[config.mk]
export PLATFORM = sky130hd
export DESIGN_NAME = thermal_overtemp_monitor
export DESIGN_NICKNAME = d
export VERILOG_FILES = /design/src/tom_pkg.sv /design/src/tom_read_health.sv /design/src/tom_channel_state.sv /design/src/thermal_overtemp_monitor.sv
export SDC_FILE = /design/constraint.sdc
export NUM_CORES = 1
export LEC_CHECK = 0
export BUFFER_PORTS_ARGS = -buffer_cell sky130_fd_sc_hd__buf_2
export CAP_MARGIN = 20
export CORE_ASPECT_RATIO = 0.5
export CORE_MARGIN = 1
export CORE_UTILIZATION = 55
export CTS_BUF_LIST = sky130_fd_sc_hd__clkbuf_8
export CTS_CLUSTER_SIZE = 25
export DETAILED_ROUTE_END_ITERATION = 8
export GPL_ROUTABILITY_DRIVEN = 0
export MAX_ROUTING_LAYER = met4
export PLACE_DENSITY = 0.73
export SETUP_SLACK_MARGIN = 0.3
export SLEW_MARGIN = 20
export SYNTH_ARGS = -nofsm -noshare
export SYNTH_HDL_FRONTEND = slang
export SYNTH_HIERARCHICAL = 1
export SYNTH_SLANG_ARGS = --single-unit
[constraint.sdc]
create_clock -name clock -period 3.95 [get_ports clock]
set_clock_uncertainty 0.1 [all_clocks]
set_input_delay 0 -clock clock [delete_from_list [all_inputs] [get_ports clock]]
set_output_delay 0 -clock clock [all_outputs]
set_load 0.01 [all_outputs]
[src/tom_pkg.sv]
// Package with the beat types and reset constants of the thermal over-temperature monitor.
`default_nettype none
package tom_pkg;

   localparam int CHANNELS_DEF         = 8;
   localparam int OVER_TEMP_LIMIT_DEF  = 3;
   localparam int READ_ERROR_LIMIT_DEF = 3;
   localparam int NUM_LIMIT_REGS       = 8;
   localparam int CSR_INDEX_W          = 3;
   localparam int CSR_DATA_W           = 16;

   typedef logic signed [15:0] temp_type;

   localparam temp_type LIMIT_RESET [NUM_LIMIT_REGS] = '{
      16'sd1520, 16'sd1600, 16'sd1440, 16'sd1440,
      16'sd1440, 16'sd1440, 16'sd1520, 16'sd1200
   };

   typedef struct packed {
      logic [2:0] channel;
      temp_type   temperature;
      logic       reading_valid;
   } req_type;

   typedef struct packed {
      logic [7:0] overtemp_errors;
      logic       read_warning;
      logic [7:0] populated_mask;
      logic [1:0] channel_count;
   } rsp_type;

endpackage
`default_nettype wire

[src/tom_read_health.sv]
// Shared read-error counter and the read warning with set and clear hysteresis.
`default_nettype none
module tom_read_health #(
   parameter int READ_ERROR_LIMIT = tom_pkg::READ_ERROR_LIMIT_DEF
) (
   input  wire logic clock,
   input  wire logic reset,
   input  wire logic update,
   input  wire logic reading_valid,
   output logic      warning_in
);
   import tom_pkg::*;

   localparam int RW = $clog2(READ_ERROR_LIMIT + 1);
   localparam logic [RW-1:0] RMAX = RW'(READ_ERROR_LIMIT);

   logic [RW-1:0] err_cnt_ff;
   logic [RW-1:0] err_cnt_upd;
   logic [RW-1:0] err_cnt_in;
   logic          warning_ff;

   always_comb begin
      if (reading_valid) begin
         err_cnt_upd = (err_cnt_ff == '0) ? err_cnt_ff : err_cnt_ff - RW'(1);
      end else begin
         err_cnt_upd = (err_cnt_ff == RMAX) ? err_cnt_ff : err_cnt_ff + RW'(1);
      end
      err_cnt_in = update ? err_cnt_upd : err_cnt_ff;
      priority if (err_cnt_upd == RMAX) begin
         warning_in = 1'b1;
      end else if (err_cnt_upd == '0) begin
         warning_in = 1'b0;
      end else begin
         warning_in = warning_ff;
      end
   end

   always_ff @(posedge clock) begin
      if (reset) begin
         err_cnt_ff <= '0;
         warning_ff <= 1'b0;
      end else if (update) begin
         err_cnt_ff <= err_cnt_in;
         warning_ff <= warning_in;
      end
   end

endmodule
`default_nettype wire

[src/tom_channel_state.sv]
// Per-channel limits, saturating over-temperature counters, error latches and populated bits.
`default_nettype none
module tom_channel_state #(
   parameter int CHANNELS        = tom_pkg::CHANNELS_DEF,
   parameter int OVER_TEMP_LIMIT = tom_pkg::OVER_TEMP_LIMIT_DEF,
   localparam int CW             = $clog2(OVER_TEMP_LIMIT + 1)
) (
   input  wire logic                                clock,
   input  wire logic                                reset,
   input  wire logic                                update,
   input  wire tom_pkg::req_type                    item,
   input  wire logic                                csr_we,
   input  wire logic [tom_pkg::CSR_INDEX_W-1:0]     csr_index,
   input  wire logic [tom_pkg::CSR_DATA_W-1:0]      csr_wdata,
   output logic [CHANNELS-1:0]                      errors_in,
   output logic [CHANNELS-1:0]                      populated_in,
   output logic [CW-1:0]                            count_out
);
   import tom_pkg::*;

   localparam logic [CW-1:0] CMAX = CW'(OVER_TEMP_LIMIT);

   temp_type          limit_ff   [CHANNELS];
   logic [CW-1:0]     cnt_ff     [CHANNELS];
   logic [CW-1:0]     cnt_upd    [CHANNELS];
   logic [CHANNELS-1:0] sel;
   logic [CHANNELS-1:0] errors_ff;
   logic [CHANNELS-1:0] populated_ff;

   for (genvar i = 0; i < CHANNELS; i++) begin : g_ch
      logic over;
      logic [CW-1:0] stepped;

      assign sel[i] = (32'(item.channel) == i);
      assign over   = (item.temperature >= limit_ff[i]);

      always_comb begin
         if (over) begin
            stepped = (cnt_ff[i] == CMAX) ? cnt_ff[i] : cnt_ff[i] + CW'(1);
         end else begin
            stepped = (cnt_ff[i] == '0) ? cnt_ff[i] : cnt_ff[i] - CW'(1);
         end
         cnt_upd[i] = (sel[i] && item.reading_valid) ? stepped : cnt_ff[i];
         errors_in[i]    = errors_ff[i] | (cnt_upd[i] == CMAX);
         populated_in[i] = populated_ff[i] | (sel[i] && item.reading_valid);
      end

      always_ff @(posedge clock) begin
         if (reset) begin
            cnt_ff[i] <= '0;
         end else if (update) begin
            cnt_ff[i] <= cnt_upd[i];
         end
      end

      if (i < NUM_LIMIT_REGS) begin : g_reg
         always_ff @(posedge clock) begin
            if (reset) begin
               limit_ff[i] <= LIMIT_RESET[i];
            end else if (csr_we && (32'(csr_index) == i)) begin
               limit_ff[i] <= temp_type'(csr_wdata);
            end
         end
      end else begin : g_noreg
         always_ff @(posedge clock) begin
            if (reset) begin
               limit_ff[i] <= '0;
            end
         end
      end
   end

   always_comb begin
      count_out = '0;
      for (int i = 0; i < CHANNELS; i++) begin
         count_out = count_out | (sel[i] ? cnt_upd[i] : '0);
      end
   end

   always_ff @(posedge clock) begin
      if (reset) begin
         errors_ff    <= '0;
         populated_ff <= '0;
      end else if (update) begin
         errors_ff    <= errors_in;
         populated_ff <= populated_in;
      end
   end

endmodule
`default_nettype wire

[src/thermal_overtemp_monitor.sv]
// Top level of the thermal over-temperature monitor: input register, state update, result register.
// An accepted beat goes through the input register, then the result register.
// Throughput: one beat per cycle while the output is not stalled; the compare and counter
// step sit between the input register and the result register.
// Reset is synchronous and active high; counters, latches, flags and limits take their
// reset values with no clearing pass.
`default_nettype none
module thermal_overtemp_monitor #(
   parameter int CHANNELS         = tom_pkg::CHANNELS_DEF,
   parameter int OVER_TEMP_LIMIT  = tom_pkg::OVER_TEMP_LIMIT_DEF,
   parameter int READ_ERROR_LIMIT = tom_pkg::READ_ERROR_LIMIT_DEF
) (
   input  wire logic                            clock,
   input  wire logic                            reset,
   input  wire logic                            req_valid,
   output logic                                 req_stall,
   input  wire tom_pkg::req_type                req_data,
   output logic                                 rsp_valid,
   input  wire logic                            rsp_stall,
   output tom_pkg::rsp_type                     rsp_data,
   input  wire logic                            csr_we,
   input  wire logic [tom_pkg::CSR_INDEX_W-1:0] csr_index,
   input  wire logic [tom_pkg::CSR_DATA_W-1:0]  csr_wdata
);
   import tom_pkg::*;

   localparam int CW   = $clog2(OVER_TEMP_LIMIT + 1);
   localparam int MW   = (CHANNELS > 8) ? CHANNELS : 8;
   localparam int CWW  = (CW > 2) ? CW : 2;

   logic                s1_valid_ff;
   logic                s1_valid_in;
   req_type             s1_data_ff;
   logic                s1_move;
   logic                rsp_valid_ff;
   logic                rsp_valid_in;
   rsp_type             rsp_data_ff;
   rsp_type             rsp_data_in;
   logic [CHANNELS-1:0] errors_in;
   logic [CHANNELS-1:0] populated_in;
   logic [CW-1:0]       count_out;
   logic                warning_in;
   logic [MW-1:0]       errors_wide;
   logic [MW-1:0]       populated_wide;
   logic [CWW-1:0]      count_wide;

   assign s1_move   = s1_valid_ff && (!rsp_valid_ff || !rsp_stall);
   assign req_stall = s1_valid_ff && rsp_valid_ff && rsp_stall;

   tom_channel_state #(
      .CHANNELS        (CHANNELS),
      .OVER_TEMP_LIMIT (OVER_TEMP_LIMIT)
   ) u_channels (
      .clock        (clock),
      .reset        (reset),
      .update       (s1_move),
      .item         (s1_data_ff),
      .csr_we       (csr_we),
      .csr_index    (csr_index),
      .csr_wdata    (csr_wdata),
      .errors_in    (errors_in),
      .populated_in (populated_in),
      .count_out    (count_out)
   );

   tom_read_health #(
      .READ_ERROR_LIMIT (READ_ERROR_LIMIT)
   ) u_health (
      .clock         (clock),
      .reset         (reset),
      .update        (s1_move),
      .reading_valid (s1_data_ff.reading_valid),
      .warning_in    (warning_in)
   );

   always_comb begin
      errors_wide    = MW'(errors_in);
      populated_wide = MW'(populated_in);
      count_wide     = CWW'(count_out);
      rsp_data_in.overtemp_errors = errors_wide[7:0];
      rsp_data_in.read_warning    = warning_in;
      rsp_data_in.populated_mask  = populated_wide[7:0];
      rsp_data_in.channel_count   = count_wide[1:0];
      s1_valid_in  = req_stall ? s1_valid_ff : req_valid;
      rsp_valid_in = s1_move || (rsp_valid_ff && rsp_stall);
   end

   always_ff @(posedge clock) begin
      if (reset) begin
         s1_valid_ff  <= 1'b0;
         rsp_valid_ff <= 1'b0;
      end else begin
         s1_valid_ff  <= s1_valid_in;
         rsp_valid_ff <= rsp_valid_in;
      end
   end

   always_ff @(posedge clock) begin
      if (req_valid && !req_stall) begin
         s1_data_ff <= req_data;
      end
      if (s1_move) begin
         rsp_data_ff <= rsp_data_in;
      end
   end

   assign rsp_valid = rsp_valid_ff;
   assign rsp_data  = rsp_data_ff;

`ifndef NO_ASSERTIONS
   a_err_populated: assert property (@(posedge clock) disable iff (reset)
      rsp_valid |-> ((rsp_data.overtemp_errors & ~rsp_data.populated_mask) == 8'd0))
      else $error("Error bit set for a channel that was never populated.");

   a_stall_needs_item: assert property (@(posedge clock) disable iff (reset)
      req_stall |-> (s1_valid_ff && rsp_valid_ff))
      else $error("Input stalled with no beat held in the pipeline.");

   a_move_gives_rsp: assert property (@(posedge clock) disable iff (reset)
      s1_move |=> rsp_valid)
      else $error("A beat left the input register but no result beat followed.");

   a_errors_sticky: assert property (@(posedge clock) disable iff (reset)
      (s1_move && $past(s1_move) && !$past(reset)) |=>
         ((rsp_data.overtemp_errors & $past(rsp_data.overtemp_errors))
          == $past(rsp_data.overtemp_errors)))
      else $error("A latched error bit was cleared.");
`endif

endmodule
`default_nettype wire

# Yosys cells after proc, flatten, opt, wreduce, memory -nomap -nowiden
# Memory sizes are Yosys's and may differ from the RTL's.
# Cells that the tools add are included.
[totals]
output_inout_bits = 21
wordCells = 240
mem_count = 2
mem_bits_rw = 144
regBits = 60
[op_classes]
eq_ne = 32
n_lt_le_gt_ge = 8
bitwise = 39
n_mux = 90
n_addsub = 18
n_reduce_logical = 38
[mem_list]
columns = ["name", "words", "word_bits", "read_ports", "rd_clocked_by_memory_dff", "write_ports", "line_no", "source"]
rows = [
  ["u_channels.limit_ff", 8, 16, 8, 0, 8, "tom_channel_state.sv:23", "temp_type limit_ff [CHANNELS];"],
  ["u_channels.cnt_ff", 8, 2, 8, 0, 8, "tom_channel_state.sv:24", "logic [CW-1:0] cnt_ff [CHANNELS];"],
]
[ops]
columns = ["operator", "n"]
rows = [
  ["greater-or-equal comparator 16 bit", 8],
  ["two-way mux 16 bit", 8],
  ["two-way mux 2 bit", 51],
  ["equality test 2 bit (second input constant)", 18],
  ["OR 1 bit", 32],
  ["two-way mux 1 bit", 31],
  ["equality test 3 bit (second input constant)", 8],
  ["logical AND 1 bit", 21],
  ["zero test 2 bit", 10],
  ["adder 2 x 1 -> 2 bit (second input constant)", 9],
  ["subtractor 2 x 1 -> 2 bit (second input constant)", 9],
  ["OR 2 bit", 7],
  ["equality test 3 x 2 -> 1 bit (second input constant)", 4],
  ["equality test 3 x 1 -> 1 bit (second input constant)", 2],
  ["zero test 3 bit", 2],
  ["zero test 1 bit", 3],
  ["logical OR 1 bit", 2],
]

# Depth between registers and ports, before layout
# Gate-level depths: netlist of run 1.
[logic_depth]
word_depth = 12
mapped_depth = 11
mapped_depth_nobuf = 10

# By module
# Netlist of run 1, hierarchy kept.
[modules_own_cells]
columns = ["mod", "area_per_inst_um2", "instances", "cells_each", "seq_area_each_um2"]
rows = [
  ["tom_channel_state", 10302.4, 1, 1035, 4644.5],
  ["thermal_overtemp_monitor", 1257.5, 1, 49, 1211.2],
  ["tom_read_health", 135.1, 1, 18, 60.1],
]

# Worst setup path after synthesis of run 1
# OpenSTA, ideal clock, no wires.
[synth_path]
kind = "reg-to-reg"
from = "register rsp_valid_ff, in the netlist rsp_valid"
to = "memory u_channels/cnt_ff[0][0] (netlist name), enable pin"
path_stages_with_launch = 4
setup_ns = 0.373
period_less_slack_ns = 3.561
setup_slack_ns = 0.389
arrival_time_ns = 3.089
path_cell_list = "dfxtp_1 a21boi_0 inv_1 nand2_1"
[synth_rtl]
columns = ["element", "line_no", "source"]
rows = [
  ["start, declared", "thermal_overtemp_monitor.sv:35", "logic rsp_valid_ff;"],
  ["start signal, assigned", "thermal_overtemp_monitor.sv:94", "rsp_valid_ff <= rsp_valid_in;"],
  ["end, declared", "tom_channel_state.sv:24", ""],
]

# Final worst setup path of run 1
[layout_path]
from = "register s1_data_ff[7] (netlist name)"
to = "register rsp_data_ff (netlist bit rsp_data[0]), data pin"
[layout_between]
elab_chain_len = 11
[layout_lines]
columns = ["element", "line_no", "source"]
rows = [
  ["start, declared", "thermal_overtemp_monitor.sv:33", "req_type s1_data_ff;"],
  ["start signal, assigned", "thermal_overtemp_monitor.sv:100", "s1_data_ff <= req_data;"],
  ["greater-or-equal comparator 16 bit", "tom_channel_state.sv:35", "assign over = (item.temperature >= limit_ff[i]);"],
  ["two-way mux 2 bit", "tom_channel_state.sv:38", "if (over) begin"],
  ["two-way mux 2 bit", "tom_channel_state.sv:43", "cnt_upd[i] = (sel[i] && item.reading_valid) ? stepped : cnt_ff[i];"],
  ["two-way mux 2 bit", "tom_channel_state.sv:76", "count_out = count_out | (sel[i] ? cnt_upd[i] : '0);"],
  ["OR 2 bit (6 in series)", "tom_channel_state.sv:76", ""],
  ["OR 2 bit *", "tom_channel_state.sv:76", ""],
  ["named net count_out[0]", "thermal_overtemp_monitor.sv:41", "logic [CW-1:0] count_out;"],
  ["end signal, assigned", "thermal_overtemp_monitor.sv:103", "rsp_data_ff <= rsp_data_in;"],
  ["end, declared", "thermal_overtemp_monitor.sv:37", "rsp_type rsp_data_ff;"],
]
# The timed path passes the listed nets; every way through them passes the cells marked *.
# A chain may end at the register's enable or synchronous reset.

==> flow_metrics.py, run 1 <==
metrics = {
    "timing": {
        "tns_ps": 0,
        "rsz0062_at_grt": "false",
        "layout_min_cycle_time_ps": 3450,
        "max_freq_mhz": 289,
        "hold_viol": 0,
        "fin_crit_sh_pct": 87.5,
        "timing_max_transition_violations_final": 0,
        "worstMarginPinSlew_ps": 1080,
        "slew_headroom_pct": 27.4,
        "setup_violations": 0,
    },
    "global_route": {
        "grt_pass1_vias": 9042,
        "antenna_found_initial": 0,
        "grt_max_degree": 39,
        "grt_pass1_wl_um": 48700,
        "grt_util_all_layers_pct": 30.5,
        "grt-ovfl-total": 0,
    },
    "synth": {
        "synth_seq_cells": 204,
        "syn_avg_cell_area_um2": 10.6,
        "synth_common_cells": "edfxtp_1, inv_1, ha_1",
        "netlist.area_leader.share_pct": 47.0,
        "synth-seq-area-share_pct": 50.6,
        "synth_edf_count": 183,
        "synthCells": 1102,
        "synth_cell_types": 70,
        "async_reset_ff_share_pct": 0,
        "synthesis.nets": 1274,
        "ys_warn_count": 6,
        "syn_area_mm2": 0.0117,
        "yosysMostFrequentCell": "edfxtp_1",
        "synth_flop_cell": "edfxtp_1",
        "synth_area_leaders": "edfxtp_1, ha_1, and2_1",
        "yosysTopAreaCell": "edfxtp_1",
    },
    "route": {
        "vias_per_cell": 6.05,
        "detail_route.drc_violations": 0,
        "drt-pass1-iter-count": 8,
        "wl_per_cell_um": 20.8,
        "wl_um": 31800,
        "drtAntennaViolNets": 0,
        "drt_iter0_drc": 1009,
        "dr_total_vias": 9260,
    },
    "die": {
        "fp-row-count": 37,
        "start_util_pct": 56.5,
        "core_mm2": 0.0207,
        "io_pins": 65,
        "fp.dieH_um": 105,
        "fp.dieW_um": 208,
        "dieArea_mm2": 0.0219,
    },
    "finish": {
        "diodes": 0,
        "fillCellCount": 1602,
        "drive_gt1_share_pct": 10.7,
        "fin_nets": 1409,
        "fin_util_pct": 64.9,
        "syn_to_final_growth_pct": 14.8,
    },
    "clocking": {
        "clkLatencyLatePin_ps": 580,
        "root_buffer": "clkbuf_8",
        "cts.htree.levels": 1,
        "clk_path_buf_depth": 3,
        "cts.repair.resized": 0,
        "cts_tree": "built",
        "cts.sinks": 204,
        "cts_made_buffers": 30,
        "path_clk_slew_ps": 60,
    },
    "setup_path": {
        "end_kind": "register",
        "path_cells": "ha_1, a21oi_1, a21oi_1, o311a_1, a211oi_1, nor3_1, a221oi_1, o2111a_1, o2111ai_1",
        "worst-path-max-fanout": 8,
        "crit_top_cell": "a21oi_1",
        "cp-start-kind": "register",
        "critPathArrivalTime_ps": 3660,
        "r2r_slack_ps": 500,
        "worstPathRequired_ps": 4160,
        "critPathKind": "reg2reg",
        "cpMaxStageDelayCell": "a211oi_1",
        "slowest_delay_ps": 660,
    },
    "placed_design": {
        "dp_hpwl_um": 22800,
        "io_buffer_count": 64,
    },
    "power_and_ir_drop": {
        "powerDensity_mw_per_mm2": 368,
        "p_leak_nw": 5.74,
        "peakVddDrop_mv": 0.189,
    },
    "min_path": {
        "hold_class": "in2reg",
    },
    "run_status": {
        "status": "completed",
    },
    "flow_run": {
        "cap_violations": 0,
    },
}
## sequential cells by signal, summed over array words and instances, names as in the netlist
signal / flops
u_channels/limit_ff: 128
s1_data_ff: 20
rsp_data: 19
u_channels/cnt_ff: 16
u_channels/errors_ff: 8
u_channels/populated_ff: 8
u_health/err_cnt_ff: 2
rsp_valid: 1
s1_valid_ff: 1
u_health/warning_ff: 1
## placed cells by master, fill, tap and decap left out, types with 17 or more instances in the layout
master         instances
a21oi_1               79
and2_1                96
buf_2                 64
buf_4                 18
clkbuf_8              31
dfxtp_1               21
dlygate4sd3_1         47
edfxtp_1             183
ha_1                 128
inv_1                155
nand2_1               46
nand2b_1              31
nand3_1               20
nand4_1               28
nor2_1                62
nor2b_1               17
o21ai_0               24
o21ai_1               17
or3_1                 29
## worst paths after layout
| kind | startpoint | endpoint | cells after the start |
|---|---|---|---|
| min | req_data[4] | s1_data_ff[4]$_DFFE_PP_ | 2 |
| min reg2reg | u_channels/errors_ff[3]$_SDFFE_PP0P_ | u_channels/errors_ff[3]$_SDFFE_PP0P_ | 2 |
| max reg2reg | s1_data_ff[7]$_DFFE_PP_ | rsp_data[0]$_DFFE_PP_ | 9 |
| max | s1_data_ff[7]$_DFFE_PP_ | rsp_data[0]$_DFFE_PP_ | 9 |
## layer usage
metal / track usage [%] / share of wire, % / up-vias
li1: - / - / 4236
met1: 39.9 / 42 / 4414
met2: 46.7 / 45 / 522
met3: 6.37 / 10 / 88
met4: 11.6 / 3.1 / 0
met5: - / 0 / -
## power by group
part | internal [mW] | switching [mW] | leakage (nW)
clock | 0.786 | 0.815 | 0.315
combinational | 0.297 | 0.472 | 3.46
sequential | 2.48 | 0.0904 | 1.97
## cell families (layout without fill, tap and decap cells)
group	count (synthesis)	after routing	synth area share, %
AOI/OAI and AO/OA	209	209	11.4
and+or+nand+nor	387	387	18.5
muxes	2	2	0.171
DFF	204	204	50.6
adders and majority gates	129	129	13.8
buffers and inverters	171	327	5.54
## through the flow
stage	setup WS, ps	power [mW]	std cells	hold slack [ps]	cell area [um^2]
after floorplan	389	3.04	1102	-37.6	11700
after global placement	691	3.28	1429	76.9	12400
after detailed placement	618	3.32	1429	78.6	12400
after CTS	588	4.95	1529	1.01	13400
after global routing	357	5.14	1531	19.0	13400
final	495	4.94	1531	34.4	13400
## worst max-delay path: cells and delay by family, from the launching register on
family                   cells  cell delay, ps
AO/OA/AOI/OAI                7            1870
flip-flops                   1             600
adder cells (fa/ha/maj)      1             410
AND/OR/NAND/NOR              1             200
## timing repair
item | CTS | global route
endpoints found under the setup margin | 0 | 1
hold endpoints to repair | 239 | 0
setup buffers | 0 | 2
hold buffers | 47 | 0
## final cells by class
cell class,count,area [um^2],share of cell area (%)
tap,273,342,2.54
timing repair buffer,129,926,6.90
sequential,204,5920,44.1
multi-input combinational,727,5150,38.4
clock inverter,22,113,0.839
inverter,145,544,4.06
clock buffer,31,427,3.18
Power figures use the tool's default switching activity.
==> inputs of run 2 (changes only) <==
==> constraint.sdc (replaced) <==
create_clock -name clock -period 3.95 [get_ports clock]
set_clock_uncertainty 0.1 [all_clocks]
set_input_delay 0.79 -clock clock [delete_from_list [all_inputs] [get_ports clock]]
set_output_delay 0.79 -clock clock [all_outputs]
set_load 0.01 [all_outputs]
==> run 2 against run 1 <==
Clock power is 13% higher. First-iteration DRC count is 0.59% lower. Power is 3.3% higher. Flip-flop and latch count stayed put. Non-clock buffer count is 45 lower. Worst setup slack better by 38 ps. Critical path type unchanged. Largest cell class unchanged.
==> flow_metrics.py, run 2 (synthesized netlist as in run 1, its figures left out) <==
metrics = {
    "run_status": {
        "status": "completed",
    },
    "global_route": {
        "grt_max_degree": 22,
        "antenna_found_initial": 1,
        "grt_pass1_vias": 8399,
        "grt-ovfl-total": 0,
        "grt_util_all_layers_pct": 28.8,
        "grt_pass1_wl_um": 46100,
    },
    "setup_path": {
        "r2r_slack_ps": 530,
        "cpMaxStageDelayCell": "nor3_1",
        "worst-path-buf-inv": 0,
        "critPathKind": "reg2reg",
        "critPathArrivalTime_ps": 3630,
        "path_cells": "ha_1, nand4_1, a2111o_1, and4_1, nor3_1, a211oi_1, a211oi_1, nor2_1",
        "end_kind": "register",
        "worst-path-max-fanout": 8,
        "slowest_delay_ps": 730,
        "cp-start-kind": "register",
        "crit_family": "simple AND/OR/NAND/NOR gates",
        "r2r_cells": 8,
        "crit_top_cell": "a211oi_1",
        "worstPathRequired_ps": 4170,
        "cp.depth": 8,
    },
    "finish": {
        "regArea_mm2": 0.00592,
        "layout_common_cells": "edfxtp_1, inv_1, ha_1, and2_1, a21oi_1",
        "fin_nets": 1364,
        "largest_reg_flops": 128,
        "fillCellCount": 1647,
        "syn_to_final_growth_pct": 11.7,
        "final_common_cell": "edfxtp_1",
        "multiInputGateArea_mm2": 0.00515,
        "drive_gt1_share_pct": 11.9,
        "regMostFlops": "u_channels/limit_ff",
    },
    "timing": {
        "tns_ps": 0,
        "fin_crit_sh_pct": 86.5,
        "timing_max_transition_violations_final": 0,
        "setup_slack_ps": 533,
        "max_freq_mhz": 293,
        "rsz0062_at_grt": "false",
        "layout_min_cycle_time_ps": 3420,
        "slew_headroom_pct": 32.2,
        "hold_viol": 0,
        "worstMarginPinSlew_ps": 1010,
        "setup_violations": 0,
    },
    "route": {
        "detail_route.drc_violations": 0,
        "drt-pass1-iter-count": 5,
        "drtAntennaViolNets": 0,
        "wl_um": 30500,
        "drt_iter0_drc": 1003,
        "wl_per_cell_um": 20.5,
        "vias_per_cell": 5.94,
        "dr_total_vias": 8833,
    },
    "clocking": {
        "root_buffer": "clkbuf_8",
        "cts_setup_buffers": 0,
        "clk_path_buf_depth": 3,
        "cts.sinks": 204,
        "cts_tree": "built",
        "clkLatencyLatePin_ps": 580,
        "cts_made_buffers": 30,
        "ctsHoldBuffers": 0,
        "path_clk_slew_ps": 70,
        "cts.repair.resized": 0,
        "cts.htree.levels": 1,
    },
    "die": {
        "start_util_pct": 56.5,
        "core_mm2": 0.0207,
        "fp.dieH_um": 105,
        "fp.dieW_um": 208,
        "fp-row-count": 37,
        "io_pins": 65,
        "dieArea_mm2": 0.0219,
    },
    "placed_design": {
        "io_buffer_count": 64,
        "dp_hpwl_um": 22500,
        "place_ws_ps": 610,
    },
    "min_path": {
        "hold_class": "in2reg",
        "hold_path_depth": 1,
    },
    "power_and_ir_drop": {
        "powerDensity_mw_per_mm2": 391,
        "p_leak_nw": 5.58,
        "peakVddDrop_mv": 0.179,
    },
    "flow_run": {
        "cap_violations": 0,
    },
}
==> run 2: cell type report <==
| class | count | share of cell area [%] |
|---|---|---|
| Clock buffer | 34 | 3.58 |
| Clock inverter | 19 | 1.23 |
| Inverter | 145 | 4.17 |
| Timing Repair Buffer | 84 | 3.60 |
| Sequential cell | 204 | 45.3 |
| Antenna cell | 1 | 0.0192 |
| Tap cell | 273 | 2.62 |
| Multi-Input combinational cell | 727 | 39.5 |
==> run 2: routing by layer <==
layer	track usage (%)	share of wire [%]	vias to the layer above
met5	-	0	-
met4	11.0	3.2	0
met3	6.52	10	78
met2	42.6	43	402
met1	38.7	43	4195
li1	-	-	4158
==> run 2: per-stage QoR <==
step	power (mW)	std cells	area (um^2)	hold slack (ps)	util, %
floorplan	3.04	1102	11700	326	-
detailed placement	3.32	1433	12400	345	60.1
CTS	5.11	1486	13100	237	63.1
global placement	3.28	1433	12400	336	60.1
global route	5.30	1486	13100	240	63.1
finish	5.11	1487	13100	273	63.1
==> run 2: worst register-to-register path: cells and delay by family, from the launching register on <==
| kind | cells | cell delay (ps) |
|---|---|---|
| and+or+nand+nor | 4 | 1220 |
| AOI/OAI and AO/OA | 3 | 790 |
| DFF | 1 | 590 |
| adders and majority gates | 1 | 430 |
==> run 2: where the power goes <==
part / switching, mW / internal, mW
combinational: 0.455 / 0.264
sequential: 0.0902 / 2.48
clock: 0.832 / 0.981
==> run 2: worst paths after layout <==
check | startpoint | endpoint
min reg2reg | u_channels/errors_ff[3]$_SDFFE_PP0P_ | u_channels/errors_ff[3]$_SDFFE_PP0P_
min | req_data[1] | s1_data_ff[1]$_DFFE_PP_
max | s1_data_ff[15]$_DFFE_PP_ | u_channels/cnt_ff[1][6]$_SDFFCE_PN0P_
max reg2reg | s1_data_ff[15]$_DFFE_PP_ | u_channels/cnt_ff[1][6]$_SDFFCE_PN0P_
